`src/sv/mlfsp_pkg.sv`:
```
// ----------------------------------------------------------------------------
// mlfsp_pkg
// Types and constants of the magic-byte, length-prefixed frame speed parser.
// ----------------------------------------------------------------------------
package mlfsp_pkg;

   localparam int unsigned BYTE_W     = 8;
   localparam int unsigned LEN_W      = 16;
   localparam int unsigned SPEED_W    = 32;
   localparam int unsigned CSR_IDX_W  = 8;
   localparam int unsigned CSR_DATA_W = 8;

   localparam logic [CSR_IDX_W-1:0] CSR_MAGIC_BYTE    = 8'd0;
   localparam logic [CSR_IDX_W-1:0] CSR_SPEED_COMMAND = 8'd1;

   localparam logic [BYTE_W-1:0] MAGIC_BYTE_RESET    = 8'd250;
   localparam logic [BYTE_W-1:0] SPEED_COMMAND_RESET = 8'h02;

   typedef enum logic [2:0] {
      PH_HUNT    = 3'd0,
      PH_CMD     = 3'd1,
      PH_LEN_LO  = 3'd2,
      PH_LEN_HI  = 3'd3,
      PH_PAYLOAD = 3'd4,
      PH_TRAILER = 3'd5
   } phase_type;

   typedef struct packed {
      logic [BYTE_W-1:0] magic_byte;
      logic [BYTE_W-1:0] speed_command;
   } cfg_type;

   typedef struct packed {
      logic [SPEED_W-1:0] left_speed_bits;
      logic [SPEED_W-1:0] right_speed_bits;
      logic [LEN_W-1:0]   frame_length;
      logic               payload_truncated;
   } result_type;

endpackage

```
`src/sv/magic_length_frame_speed_parser.sv`:
```
// ----------------------------------------------------------------------------
// magic_length_frame_speed_parser
// Hunts for the magic byte, reads command, length, payload and trailer, and
// returns the wheel speed words at the end of each speed frame.
//
//   channel  direction  handshake         payload
//   req      in         valid / stall     rx_byte (8)
//   rsp      out        valid / stall     left, right (32 each), length (16),
//                                         truncated (1)
//   csr      in         valid / ready     index (8), data (8)
//
// One byte per cycle unless the result stalls; a byte waits in the byte
// register and steps through the frame state logic to the result register.
// Synchronous active-high reset clears the state, the speed store and both
// valid flags. A stalled result holds the byte stage, which then stalls req.
// ----------------------------------------------------------------------------
module magic_length_frame_speed_parser #(
   parameter int unsigned TRAILER_BYTES = 2,
   parameter int unsigned SPEED_BYTES   = 8
) (
   input  logic                                  clock,
   input  logic                                  reset,
   input  logic                                  req_valid,
   output logic                                  req_stall,
   input  logic [mlfsp_pkg::BYTE_W-1:0]          req_rx_byte,
   output logic                                  rsp_valid,
   input  logic                                  rsp_stall,
   output logic [mlfsp_pkg::SPEED_W-1:0]         rsp_left_speed_bits,
   output logic [mlfsp_pkg::SPEED_W-1:0]         rsp_right_speed_bits,
   output logic [mlfsp_pkg::LEN_W-1:0]           rsp_frame_length,
   output logic                                  rsp_payload_truncated,
   input  logic                                  csr_valid,
   output logic                                  csr_ready,
   input  logic [mlfsp_pkg::CSR_IDX_W-1:0]       csr_index,
   input  logic [mlfsp_pkg::CSR_DATA_W-1:0]      csr_data
);

   mlfsp_pkg::cfg_type               cfg_ff;
   logic                             in_valid_ff;
   logic [mlfsp_pkg::BYTE_W-1:0]     in_byte_ff;
   logic                             out_valid_ff, out_valid_in;
   mlfsp_pkg::result_type            out_res_ff;
   logic                             out_free;
   logic                             step;
   logic                             req_accept;
   logic                             core_valid;
   mlfsp_pkg::result_type            core_res;

   assign csr_ready = 1'b1;

   always_ff @(posedge clock) begin
      if (reset) begin
         cfg_ff.magic_byte    <= mlfsp_pkg::MAGIC_BYTE_RESET;
         cfg_ff.speed_command <= mlfsp_pkg::SPEED_COMMAND_RESET;
      end else if (csr_valid && csr_ready) begin
         unique case (csr_index)
            mlfsp_pkg::CSR_MAGIC_BYTE:    cfg_ff.magic_byte    <= csr_data;
            mlfsp_pkg::CSR_SPEED_COMMAND: cfg_ff.speed_command <= csr_data;
            default: ;
         endcase
      end
   end

   assign out_free   = !out_valid_ff || !rsp_stall;
   assign step       = in_valid_ff && out_free;
   assign req_stall  = in_valid_ff && !out_free;
   assign req_accept = req_valid && !req_stall;

   always_ff @(posedge clock) begin
      if (reset) begin
         in_valid_ff <= 1'b0;
      end else if (req_accept) begin
         in_valid_ff <= 1'b1;
      end else if (step) begin
         in_valid_ff <= 1'b0;
      end
   end

   always_ff @(posedge clock) begin
      if (req_accept) begin
         in_byte_ff <= req_rx_byte;
      end
   end

   mlfsp_core #(
      .TRAILER_BYTES (TRAILER_BYTES),
      .SPEED_BYTES   (SPEED_BYTES)
   ) u_core (
      .clock     (clock),
      .reset     (reset),
      .step      (step),
      .rx_byte   (in_byte_ff),
      .cfg       (cfg_ff),
      .res_valid (core_valid),
      .res       (core_res)
   );

   always_comb begin
      out_valid_in = out_valid_ff;
      if (step) begin
         out_valid_in = core_valid;
      end else if (!rsp_stall) begin
         out_valid_in = 1'b0;
      end
   end

   always_ff @(posedge clock) begin
      if (reset) begin
         out_valid_ff <= 1'b0;
      end else begin
         out_valid_ff <= out_valid_in;
      end
   end

   always_ff @(posedge clock) begin
      if (step && core_valid) begin
         out_res_ff <= core_res;
      end
   end

   assign rsp_valid             = out_valid_ff;
   assign rsp_left_speed_bits   = out_res_ff.left_speed_bits;
   assign rsp_right_speed_bits  = out_res_ff.right_speed_bits;
   assign rsp_frame_length      = out_res_ff.frame_length;
   assign rsp_payload_truncated = out_res_ff.payload_truncated;

   a_stall_needs_byte: assert property (@(posedge clock) disable iff (reset)
      req_stall |-> in_valid_ff && out_valid_ff)
      else $error("request stalled with no byte held");

   a_truncated_flag: assert property (@(posedge clock) disable iff (reset)
      rsp_valid |-> rsp_payload_truncated == (rsp_frame_length > 16'(SPEED_BYTES)))
      else $error("truncation flag disagrees with frame length");

   a_store_upper_zero: assert property (@(posedge clock) disable iff (reset)
      rsp_valid |-> ({rsp_right_speed_bits, rsp_left_speed_bits}
                     >> (SPEED_BYTES * mlfsp_pkg::BYTE_W)) == 64'd0)
      else $error("speed bytes beyond the store are not zero");

   a_result_from_step: assert property (@(posedge clock) disable iff (reset)
      !out_valid_ff && !step |=> !out_valid_ff)
      else $error("result appeared without a processed byte");

endmodule

```
`src/sv/mlfsp_core.sv`:
```
// ----------------------------------------------------------------------------
// mlfsp_core
// Frame state machine, byte counter and speed store; one byte per step.
// ----------------------------------------------------------------------------
module mlfsp_core #(
   parameter int unsigned TRAILER_BYTES = 2,
   parameter int unsigned SPEED_BYTES   = 8
) (
   input  logic                                clock,
   input  logic                                reset,
   input  logic                                step,
   input  logic [mlfsp_pkg::BYTE_W-1:0]        rx_byte,
   input  mlfsp_pkg::cfg_type                  cfg,
   output logic                                res_valid,
   output mlfsp_pkg::result_type               res
);

   localparam int unsigned STORE_W = SPEED_BYTES * mlfsp_pkg::BYTE_W;

   mlfsp_pkg::phase_type              phase_ff, phase_in;
   logic [mlfsp_pkg::BYTE_W-1:0]      cmd_ff, cmd_in;
   logic [mlfsp_pkg::LEN_W-1:0]       len_ff, len_in;
   logic [mlfsp_pkg::LEN_W-1:0]       count_ff, count_in;
   logic [STORE_W-1:0]                store_ff, store_in;
   logic [mlfsp_pkg::LEN_W-1:0]       count_inc;
   logic [63:0]                       store_wide;
   logic                              payload_done;
   logic                              frame_done;

   always_ff @(posedge clock) begin
      if (reset) begin
         phase_ff <= mlfsp_pkg::PH_HUNT;
         cmd_ff   <= '0;
         len_ff   <= '0;
         count_ff <= '0;
         store_ff <= '0;
      end else if (step) begin
         phase_ff <= phase_in;
         cmd_ff   <= cmd_in;
         len_ff   <= len_in;
         count_ff <= count_in;
         store_ff <= store_in;
      end
   end

   assign count_inc = count_ff + 16'd1;

   always_comb begin
      phase_in     = phase_ff;
      cmd_in       = cmd_ff;
      len_in       = len_ff;
      count_in     = count_ff;
      store_in     = store_ff;
      payload_done = 1'b0;
      frame_done   = 1'b0;
      unique case (phase_ff)
         mlfsp_pkg::PH_CMD: begin
            cmd_in   = rx_byte;
            phase_in = mlfsp_pkg::PH_LEN_LO;
         end
         mlfsp_pkg::PH_LEN_LO: begin
            len_in   = {8'd0, rx_byte};
            phase_in = mlfsp_pkg::PH_LEN_HI;
         end
         mlfsp_pkg::PH_LEN_HI: begin
            len_in   = {rx_byte, len_ff[7:0]};
            count_in = '0;
            if (len_in == '0) begin
               payload_done = 1'b1;
            end else begin
               phase_in = mlfsp_pkg::PH_PAYLOAD;
            end
         end
         mlfsp_pkg::PH_PAYLOAD: begin
            if (count_ff < 16'(SPEED_BYTES) && cmd_ff == cfg.speed_command) begin
               for (int k = 0; k < int'(SPEED_BYTES); k++) begin
                  if (count_ff == 16'(k)) begin
                     store_in[k*mlfsp_pkg::BYTE_W +: mlfsp_pkg::BYTE_W] = rx_byte;
                  end
               end
            end
            count_in = count_inc;
            if (count_inc >= len_ff) begin
               payload_done = 1'b1;
            end
         end
         mlfsp_pkg::PH_TRAILER: begin
            count_in = count_inc;
            if (count_inc >= 16'(TRAILER_BYTES)) begin
               frame_done = 1'b1;
            end
         end
         default: begin
            phase_in = (rx_byte == cfg.magic_byte) ? mlfsp_pkg::PH_CMD : mlfsp_pkg::PH_HUNT;
         end
      endcase
      if (payload_done) begin
         count_in = '0;
         if (TRAILER_BYTES > 0) begin
            phase_in = mlfsp_pkg::PH_TRAILER;
         end else begin
            frame_done = 1'b1;
         end
      end
      if (frame_done) begin
         phase_in = mlfsp_pkg::PH_HUNT;
         count_in = '0;
      end
   end

   assign store_wide = 64'(store_in);
   assign res_valid  = frame_done && (cmd_ff == cfg.speed_command);

   always_comb begin
      res.left_speed_bits   = store_wide[31:0];
      res.right_speed_bits  = store_wide[63:32];
      res.frame_length      = len_in;
      res.payload_truncated = (len_in > 16'(SPEED_BYTES));
   end

endmodule
```
`config.mk`:
```
export PLATFORM = sky130hd
export DESIGN_NAME = magic_length_frame_speed_parser
export DESIGN_NICKNAME = d
export VERILOG_FILES = /design/src/sv/mlfsp_pkg.sv /design/src/sv/magic_length_frame_speed_parser.sv /design/src/sv/mlfsp_core.sv
export SDC_FILE = /design/constraint.sdc
export NUM_CORES = 1
export LEC_CHECK = 0
export BUFFER_PORTS_ARGS = -buffer_cell sky130_fd_sc_hd__buf_2
export CAP_MARGIN = 20
export CORE_MARGIN = 4
export CORE_UTILIZATION = 43
export CTS_CLUSTER_SIZE = 14
export DETAILED_ROUTE_END_ITERATION = 10
export PLACE_DENSITY_LB_ADDON = 0.15
export SYNTH_ARGS = -nofsm -noshare
export SYNTH_HDL_FRONTEND = slang
export SYNTH_SLANG_ARGS = --single-unit
```
`constraint.sdc`:
```
create_clock -name clock -period 5.4 [get_ports clock]
set_input_delay 0.81 -clock clock [delete_from_list [all_inputs] [get_ports clock]]
set_output_delay 0.81 -clock clock [all_outputs]
set_load 0.01 [all_outputs]
```
==> results of run 1 <==
[worst min-delay path by stage]
stage / from / endpoint / slack, ns / depth (start not counted)
4_1_cts: u_core.store_ff[60] / u_core.store_ff[60] / 0.45 / 2
5_1_grt: req_rx_byte[4] / in_byte_ff[4] / 0.46 / 1
3_3_place_gp: u_core.store_ff[62] / u_core.store_ff[62] / 0.43 / 2
3_5_place_dp: u_core.store_ff[60] / u_core.store_ff[60] / 0.44 / 2
2_1_floorplan: u_core.store_ff[56] / u_core.store_ff[56] / 0.43 / 2
6_report: u_core.store_ff[60] / u_core.store_ff[60] / 0.45 / 2
[synthesized netlist by cell type, types with 3 or more instances]
library cell | count | area share
a2111oi_0 | 5 | 0.0045
a211o_1 | 8 | 0.0072
a211oi_1 | 18 | 0.014
a21o_1 | 7 | 0.0054
a21oi_1 | 31 | 0.016
a22o_1 | 6 | 0.0054
and2_1 | 4 | 0.0026
and3_1 | 5 | 0.0032
buf_1 | 3 | 0.0012
buf_2 | 7 | 0.0036
buf_4 | 3 | 0.0023
clkbuf_1 | 45 | 0.017
dfxtp_1 | 125 | 0.26
edfxtp_1 | 89 | 0.28
ha_1 | 19 | 0.025
inv_1 | 39 | 0.015
mux2_2 | 64 | 0.075
mux2i_1 | 76 | 0.079
nand2_1 | 53 | 0.021
nand2b_1 | 7 | 0.0045
nand3_1 | 14 | 0.0072
nand3_2 | 6 | 0.0062
nand4_1 | 8 | 0.0052
nand4_2 | 3 | 0.0039
nor2_1 | 120 | 0.047
nor2b_1 | 11 | 0.0071
nor3_1 | 6 | 0.0031
nor4_1 | 11 | 0.0071
o21ai_0 | 7 | 0.0036
o21ai_2 | 4 | 0.0036
or3_1 | 6 | 0.0039
or4_1 | 3 | 0.0023
xnor2_1 | 16 | 0.014
xor2_1 | 14 | 0.013
[state kept, by name (all words and copies together) (netlist names), 3 cells and up]
signal,count
rsp_right_speed_bits,32
u_core.phase_ff,3
u_core.cmd_ff,8
cfg_ff,16
u_core.count_ff,16
u_core.len_ff,16
u_core.store_ff,64
rsp_frame_length,16
rsp_left_speed_bits,32
in_byte_ff,8
[per-stage QoR]
step / area, sq um / utilization / instances / setup WS (ns) / hold WS [ns]
2_1_floorplan: 9680 / - / 881 / 0.977 / 0.428
4_1_cts: 11200 / 0.512 / 1271 / 1.44 / 0.451
3_5_place_dp: 10500 / 0.476 / 1227 / 1.45 / 0.442
3_3_place_gp: 10500 / 0.476 / 1227 / 1.54 / 0.434
6_report: 11200 / 0.512 / 1272 / 1.39 / 0.450
5_1_grt: 11200 / 0.512 / 1271 / 1.02 / 0.460
[final cells by class]
cell class,count,area [sq um]
clock inverter,12,111
antenna,1,2.50
fill,1986,10700
sequential,214,5170
tap,280,350
inverter,39,146
clock buffer,32,672
timing repair buffer,126,683
multi-input combinational,568,4110
[cell families (layout without fill, tap and decap cells)]
| logic type | after synthesis | after routing | synth area share |
|---|---|---|---|
| buf+inv | 99 | 209 | 0.0414 |
| simple gates | 275 | 275 | 0.141 |
| fa+ha+maj | 19 | 19 | 0.0246 |
| mux | 140 | 140 | 0.153 |
| other cells | 1 | 2 | 0.000388 |
| flops | 214 | 214 | 0.535 |
| xor+xnor | 30 | 30 | 0.0272 |
| compound gates | 103 | 103 | 0.0771 |
[critical path, stage by stage, from the launching register on]
cell and delay [ns]:
dfxtp_1 0.46, ha_1 0.42, nand2_2 0.23, or3_1 0.46, nor2_1 0.14, xor2_1 0.24
ha_1 0.28, and4_1 0.19, nand2_1 0.07, a311oi_1 0.06, a2111oi_1 0.51, o31ai_2 0.29
nor3_2 0.40, a22o_1 0.19
[power groups by stage]
stage | sequential [mW] | combinational (mW) | clock (mW)
after floorplan | 1.74 | 0.115 | 0
after global placement | 1.74 | 0.181 | 0
after detailed placement | 1.74 | 0.182 | 0
after CTS | 1.70 | 0.182 | 1.64
after global routing | 1.70 | 0.201 | 1.71
final | 1.70 | 0.181 | 1.60
[per-layer routing]
metal | GRT usage | vias to the layer above
met5 | 0 | -
met4 | 0.0313 | 0
met3 | 0.0254 | 23
met2 | 0.262 | 149
met1 | 0.263 | 3152
li1 | - | 3308
==> metrics.md, run 1 <==
| Metric | Value |
|---|---|
| Status | finished, final reports clean |
| Final slew viol count | 0 |
| Int Pwr | approximately 2.7 mW |
| Total clock sinks | 214 |
| Final Hold Fails | 0 |
| Combinational Power Share | 0.052 |
| Synthesized area per cell | between 10 and 15 sq um |
| Crit path from | u_core.count_ff[0] |
| Worst Path Required | 5.84 ns |
| Post-Syn Area | a little under 10000 sq um |
| Min cycle time layout | 4.01 ns |
| Setup bufs post-CTS | 0 |
| # nets final | approximately 1.0k |
| P_sw | 0.768 mW |
| #FFs+latches synth | about 210 |
| Sequential share of the synthesized area | 0.535 |
| Kind of critical path | reg2reg |
| Commonest non-fill, non-tap cell in the layout | dfxtp_1 |
| RSZ-0062 raised after global routing | false |
| H-tree levels | 1 |
| Area Overhead vs Synth | 16.3% |
| Worst reg2reg path endpoint | u_core.count_ff[4] |
| Routed Antenna Nets | 0 |
| Die ar. | 25000 sq um |
| FP Rows | 54 |
| CTS-repair resized insts | 0 |
| Leak pwr | ~5.2 nW |
| Ys Warns | 0 |
| Most frequent cells in the layout | 125 x dfxtp_1, 119 x nor2_1, 110 x buf_2 |
| Crit-path max FO | 10 |
| Vias in the first global route | approximately 6.2k |
| HP Class | reg2reg |
| Flop-to-flop setup slack | ~1.4 ns |
| Asr flop ratio synth | 0 |
| Clk pwr share | 0.459 |
| Largest net degree at the start of global routing | between 70 and 80 |
| CTS Buffer Depth | 3 |
| Startpoint types | flip-flop |
| DIE WIDTH | ~160 um |
| Avg WL per Cell | between 15 and 20 um |
| DRT Pass-1 Iters | 4 |
| Overflow after GRT | 0 |
| Fin crit share | 0.742 |
| WL met2 | slightly below 10000 um |
| R2R cell count | 13 |
| Total power | ~3.5 mW |
| PD cells | around 310 nW/um^2 |
| # IOs | 113 |
| Starting Density | 0.441 |
| Top sig layer | met4 |
| Max frequency | around 0.25 GHz |
| Max-cap violations | 0 |
| First-pass GRT wire length | around 34000 um |
| Routed WL | around 22000 um |
| Residual DRC | 0 |
| Max transition margin | 0.360 |
| Gpl congestion | about 0.9 |
| CP endpoint kind | flip-flop |
| Fin Clk Skew | 0.0116 ns |
| Root buffer selected by CTS | clkbuf_16 |
| Vias | roughly 6.6k |
| Die Y | between 150 and 200 um |
| Cell variety after synth | between 60 and 70 |
| Clock Latency Late Sink | ~0.50 ns |
| EDFF count, synth | just under 90 |
| Sw frac | 0.221 |
| Clock transition at the registers of the reported paths | ~0.06 ns |
| DR vias/cell | approximately 5.2 |
| Reg2reg start | u_core.count_ff[0] |
| Setup Viol. Count Final | 0 |
| Iter 0 DRT Violations | 317 |
| VDD IR max | between 0.00015 and 0.0002 V |
| Critical path endpoint | u_core.count_ff[4] |
| Initial antenna violation count | 0 |
| CTS tree | built |
| Top FF cell, synth | dfxtp_1 |
| Core area | roughly 22000 sq um |
| Final HPWL DP | about 14000 um |
| IO buf count | approximately 110 |
| Post-Syn Instances | about 900 |
| Worst Max-Slew Pin Slew | about 0.96 ns |
| CTS Buf Count | 24 |
| M1 wire length | roughly 11000 um |
| Final TNS setup | 0 ns |
| GRT Util Overall | 0.172 |
| CP arrival | 4.45 ns |
| Hold-fix buffer count after cts | 0 |
| Sequential Power Share | 0.489 |
| Met3 WL post-DR | roughly 940 um |
| Syn Nets | approximately 930 |
| Share of cells above drive strength 1 | 0.257 |
Power figures use the tool's default switching activity.
==> inputs of run 2 (changes only) <==
==> constraint.sdc (replaced) <==
create_clock -name clock -period 3.5 [get_ports clock]
set_input_delay 0.525 -clock clock [delete_from_list [all_inputs] [get_ports clock]]
set_output_delay 0.525 -clock clock [all_outputs]
set_load 0.01 [all_outputs]
==> run 2 against run 1 <==
Cell count rose by 2.0%. Clock skew fell by 0.0021 ns. Sequential share of layout area is 1.0 points lower. Total power grew 55%. Core utilization up 1.2 points. Wire length up 4.7%. Critical path type unchanged.
==> metrics.md, run 2 (synthesis results as in run 1) <==
| Metric | Value |
|---|---|
| Antenna cells | 0 |
| Crit path from | u_core.count_ff[1] |
| Max frequency | approximately 0.30 GHz |
| CP endpoint kind | flip-flop |
| Max-cap violations | 0 |
| CP cell instances | ha_1 -> nand2_2 -> or3_1 -> nor2_1 -> xor2_1 -> ha_1 -> and4_1 -> nand4b_1 -> a211oi_1 -> a2111oi_2 -> o31ai_4 -> buf_4 -> a2111o_1 -> nand2_1 |
| Area taken by multi-input logic gates | a little over 4000 sq um |
| Crit-path max FO | 6 |
| Combinational Power Share | 0.054 |
| Total power | approximately 5.4 mW |
| Hold-fix buffer count after cts | 0 |
| Die Y | 158 um |
| Final slew viol count | 0 |
| Gpl congestion | ~0.9 |
| Largest Register | u_core.store_ff |
| Int Pwr | 4.17 mW |
| Final TNS setup | 0 ns |
| P_sw | between 1 and 1.5 mW |
| Max transition margin | 0.400 |
| CTS Buf Count | 24 |
| Share of cells above drive strength 1 | 0.284 |
| Flop-to-flop setup slack | roughly 0.2 ns |
| GRT Util Overall | 0.181 |
| Slowest CP cell | or3_1 |
| HP Class | in2reg |
| Setup Viol. Count Final | 0 |
| Root buffer selected by CTS | clkbuf_16 |
| # IOs | approximately 110 |
| Sequential Power Share | 0.488 |
| Startpoint types | flip-flop |
| Worst Path Required | slightly below 4 ns |
| Largest net degree at the start of global routing | 68 |
| Kind of critical path | reg2reg |
| Avg WL per Cell | approximately 18 um |
| Clock Latency Late Sink | 0.52 ns |
| Core area | roughly 22000 sq um |
| CP arrival | roughly 3.8 ns |
| Routed Antenna Nets | 0 |
| Fin Clk Skew | 0.00954 ns |
| Min-Delay Startpoint | req_rx_byte[7] |
| Fin crit share | 0.943 |
| Crit-path leading delay family | compound AO/OA/AOI/OAI gates |
| Dpl cell area | 10700 sq um |
| Clock transition at the registers of the reported paths | about 0.060 ns |
| Die ar. | 25000 sq um |
| Vias | ~6.8k |
| Status | finished, final reports clean |
| Iter 0 DRT Violations | around 400 |
| First-pass GRT wire length | 35800 um |
| Routed WL | 22900 um |
| Most frequent cells in the layout | 123 x dfxtp_1, 119 x nor2_1, 110 x buf_2 |
| Worst Max-Slew Pin Slew | ~0.90 ns |
| Initial antenna violation count | 1 |
| Residual DRC | 0 |
| CTS Buffer Depth | 3 |
| Commonest non-fill, non-tap cell in the layout | dfxtp_1 |
| DIE WIDTH | between 150 and 200 um |
| # nets final | 1048 |
| Min cycle time layout | 3.30 ns |
| RSZ-0062 raised after global routing | false |
| CTS tree | built |
| Number of fill cells in the layout | 1984 |
| Final Hold Fails | 0 |
| Crit-path most repeated cell | ha_1 |
| IO buf count | ~110 |
| PD cells | between 400 and 500 nW/um^2 |
| Reg area | ~5200 sq um |
| Total clock sinks | roughly 210 |
| Slowest stage delay, CP | 0.42 ns |
| Starting Density | 0.441 |
| Vias in the first global route | roughly 6.3k |
| Clk pwr share | 0.458 |
| VDD IR max | approximately 0.00028 V |
| Leak pwr | around 5.3 nW |
| Final core occ | 0.524 |
| Overflow after GRT | 0 |
| H-tree levels | 1 |
| DRT Pass-1 Iters | 5 |
| Final HPWL DP | 15100 um |
| FP Rows | 54 |
| Post-route design area | approximately 12000 sq um |
| Area Overhead vs Synth | 19.0% |
| Sw frac | 0.226 |
| Max reg flops | 64 |
| DR vias/cell | roughly 5.2 |
| Reg2reg start | u_core.count_ff[1] |
| CP Buf/Inv Count | 1 |
==> run 2: cell types whose count changed in the layout (fill, tap and decap cells not counted), moves of 3 or more <==
cell       delta
clkinv_1      -3
a2111oi_2     +3
clkbuf_8      +4
buf_4        +26
a2111oi_0     -3
clkbuf_1      +3
==> run 2: power groups by stage <==
stage | Sequential (mW) | Clock [mW] | Combinational [mW]
3_5_place_dp | 2.68 | 0 | 0.288
3_3_place_gp | 2.68 | 0 | 0.286
4_1_cts | 2.63 | 2.53 | 0.289
2_1_floorplan | 2.68 | 0 | 0.178
5_1_grt | 2.63 | 2.63 | 0.321
6_report | 2.63 | 2.47 | 0.290
==> run 2: path summary, 6_finish.rpt <==
kind / cells past startpoint / to
setup / recovery: 14 / u_core.count_ff[10]
hold / removal: 1 / in_byte_ff[7]
setup reg to reg: 14 / u_core.count_ff[10]
hold reg to reg: 2 / u_core.store_ff[63]
==> run 2: stage by stage <==
stage | hold WS, ns | setup slack, ns | instances
final | 0.182 | 0.200 | 1298
after global routing | 0.165 | 0.0392 | 1298
after CTS | 0.161 | 0.0379 | 1296
after detailed placement | 0.440 | 0.0719 | 1252
after global placement | 0.435 | 0.145 | 1252
after floorplan | 0.428 | 0.0384 | 881
==> run 2: worst register-to-register path, delay by kind of cell, from the launching register on <==
family	cells	cell delay [ns]
flip-flops	1	0.37
buffers and inverters	1	0.20
AND/OR/NAND/NOR	6	1.01
adder cells (fa/ha/maj)	2	0.46
AO/OA/AOI/OAI	4	1.03
XOR/XNOR	1	0.20
==> run 2: routing by layer <==
layer | vias to the layer above | wire length [um] | track usage | share of wire
met1 | 3144 | 11000 | 0.277 | 0.48
met5 | - | 8 | 0 | 0.00035
met4 | 2 | 417 | 0.0402 | 0.018
met2 | 207 | 9940 | 0.270 | 0.43
li1 | 3365 | - | - | -
met3 | 35 | 1570 | 0.0325 | 0.069
==> run 2: repair_timing <==
| action | in CTS | in global routing |
|---|---|---|
| setup buffers | 0 | 2 |
| endpoints found under the setup margin | 0 | 11 |
| hold endpoints to repair | 0 | 0 |
| resized for setup | 0 | 11 |
==> run 2: layout make-up <==
type                    instances  area share
repair buffers                153      0.0781
clock inverters                 6     0.00598
multi-input cells             568       0.361
inverters                      39      0.0127
flip-flops and latches        214       0.450
well taps                     280      0.0304
clock buffers                  38      0.0620
==> inputs of run 3 (changes only) <==
--- a/config.mk
+++ b/config.mk
@@ -12,6 +12,7 @@
 export CTS_CLUSTER_SIZE = 14
 export DETAILED_ROUTE_END_ITERATION = 10
 export PLACE_DENSITY_LB_ADDON = 0.15
+export REMOVE_ABC_BUFFERS = 1
 export SYNTH_ARGS = -nofsm -noshare
 export SYNTH_HDL_FRONTEND = slang
 export SYNTH_SLANG_ARGS = --single-unit
==> run 3 against run 2 <==
Design area grew 0.28%. Sequential power is essentially flat. Setup slack lost 0.010 ns. Combinational power shrank 1%. Fmax shrank 0.30%. Sequential cell count is the same. Critical path depth shrank 4. Cell count is essentially flat. Global-route usage grew 0.066 points. Register-to-register slack is essentially flat. Non-clock buffer count is the same.
==> metrics.md, run 3 (synthesis results as in run 1) <==
| Metric | Value |
|---|---|
| H-tree levels | 1 |
| Final Hold Fails | 0 |
| Total power | 5.46 mW |
| Crit-path max FO | 8 |
| Kind of critical path | reg2reg |
| CTS Buffer Depth | 3 |
| Placement Setup Slack | between 0.07 and 0.08 ns |
| FP Rows | 54 |
| Max transition margin | 0.357 |
| First-pass GRT wire length | 36100 um |
| DIE WIDTH | between 150 and 200 um |
| Min-Delay Startpoint | req_rx_byte[4] |
| Routed Antenna Nets | 0 |
| Startpoint types | flip-flop |
| Worst Max-Slew Pin Slew | 0.961 ns |
| Most frequent cells in the layout | 123 x dfxtp_1, 119 x nor2_1, 110 x buf_2 |
| DRT Pass-1 Iters | 4 |
| Gpl congestion | 0.873 |
| Antenna cells | 0 |
| Die ar. | ~25000 sq um |
| Vias | 6711 |
| CP arrival | between 3 and 4 ns |
| Fin crit share | 0.946 |
| Crit path from | u_core.count_ff[6] |
| Clock transition at the registers of the reported paths | 0.07 ns |
| Worst setup margin | 0.190 ns |
| IO buf count | 111 |
| Avg WL per Cell | about 18 um |
| Final slew viol count | 0 |
| Commonest non-fill, non-tap cell in the layout | dfxtp_1 |
| Number of fill cells in the layout | ~1.9k |
| Overflow after GRT | 0 |
| Area Overhead vs Synth | 19.3% |
| Root buffer selected by CTS | clkbuf_16 |
| VDD IR max | around 0.00037 V |
| Worst Path Required | a little under 4 ns |
| PD cells | around 470 nW/um^2 |
| Largest net degree at the start of global routing | between 60 and 70 |
| Residual DRC | 0 |
| Core area | roughly 22000 sq um |
| Hold-fix buffer count after cts | 0 |
| Min cycle time layout | between 3 and 4 ns |
| Final HPWL DP | 15100 um |
| Vias in the first global route | 6541 |
| Max frequency | a little over 0.3 GHz |
| Iter 0 DRT Violations | roughly 350 |
| CTS Buf Count | 24 |
| Total clock sinks | ~210 |
| # nets final | ~1.0k |
| Share of cells above drive strength 1 | 0.283 |
| Initial antenna violation count | 0 |
| Fin Clk Skew | roughly 0.011 ns |
| Status | finished, final reports clean |
| Starting Density | 0.441 |
| Max-cap violations | 0 |
| GRT Util Overall | 0.182 |
| Final TNS setup | 0 ns |
| Clock Latency Late Sink | 0.52 ns |
| # IOs | 113 |
| Die Y | between 150 and 200 um |
| Largest Register | u_core.store_ff |
| Final core occ | 0.526 |
| Setup Viol. Count Final | 0 |
| Max reg flops | 64 |
| Leak pwr | 5.34 nW |
| Routed WL | roughly 23000 um |
| CP endpoint kind | flip-flop |
| CTS tree | built |
| DR vias/cell | 5.17 |
| HP Class | in2reg |
| Reg2reg start | u_core.count_ff[6] |
-- run 3: changes by cell type in the layout (fill, tap and decap cells not counted), moves of 3 or more --
cell and delta:
a2111oi_2 -3, clkbuf_1 -6, clkbuf_8 -3, clkinv_1 +5
-- run 3: through the flow --
| step | std cells | hold WS (ns) | area [sq um] |
|---|---|---|---|
| after CTS | 1297 | 0.161 | 11500 |
| after detailed placement | 1253 | 0.444 | 10700 |
| after global placement | 1253 | 0.434 | 10700 |
| final | 1299 | 0.183 | 11500 |
| after global routing | 1299 | 0.167 | 11500 |
| after floorplan | 821 | 0.422 | 9420 |
-- run 3: worst max-delay path: stages (launching register included) --
cell and delay [ns]:
dfxtp_1 0.49, nand4_4 0.19, or4_4 0.54, xnor2_1 0.23, ha_1 0.31, a21oi_1 0.18, a311oi_2 0.09, a2111oi_4 0.48
o31ai_4 0.19, or3_4 0.40, o21ai_2 0.13
-- run 3: final timing paths --
check / slack (ns) / cells after the start / to
min: 0.18 / 1 / in_byte_ff[4]
min reg2reg: 0.45 / 2 / u_core.store_ff[62]
max reg2reg: 0.19 / 10 / u_core.count_ff[1]
max: 0.19 / 10 / u_core.count_ff[1]
-- run 3: metal layers --
layer | global-route usage | wire, um | up-vias
met3 | 0.0241 | 1040 | 27
met2 | 0.283 | 10300 | 147
met4 | 0.0410 | 351 | 0
met5 | 0 | 0 | -
met1 | 0.272 | 11200 | 3169
li1 | - | - | 3368
-- run 3: report_power, final --
part / switching (mW) / total, mW / internal, mW
combinational: 0.197 / 0.286 / 0.0895
clock: 1.00 / 2.54 / 1.54
sequential: 0.0215 / 2.63 / 2.61
total: 1.22 / 5.46 / 4.24
-- run 3: area by class of cell --
cell class	count	area [sq um]	share of cell area
sequential	214	5180	0.449
multi-input combinational	569	4160	0.361
inverter	39	146	0.0127
tap	280	350	0.0304
clock inverter	15	158	0.0137
clock buffer	29	649	0.0563
timing repair buffer	153	898	0.0778
-- run 3: timing repair --
| item | 4_1_cts | 5_1_grt |
|---|---|---|
| setup endpoints to repair | 0 | 16 |
| gates resized for setup | 0 | 9 |
| setup buffers | 0 | 1 |
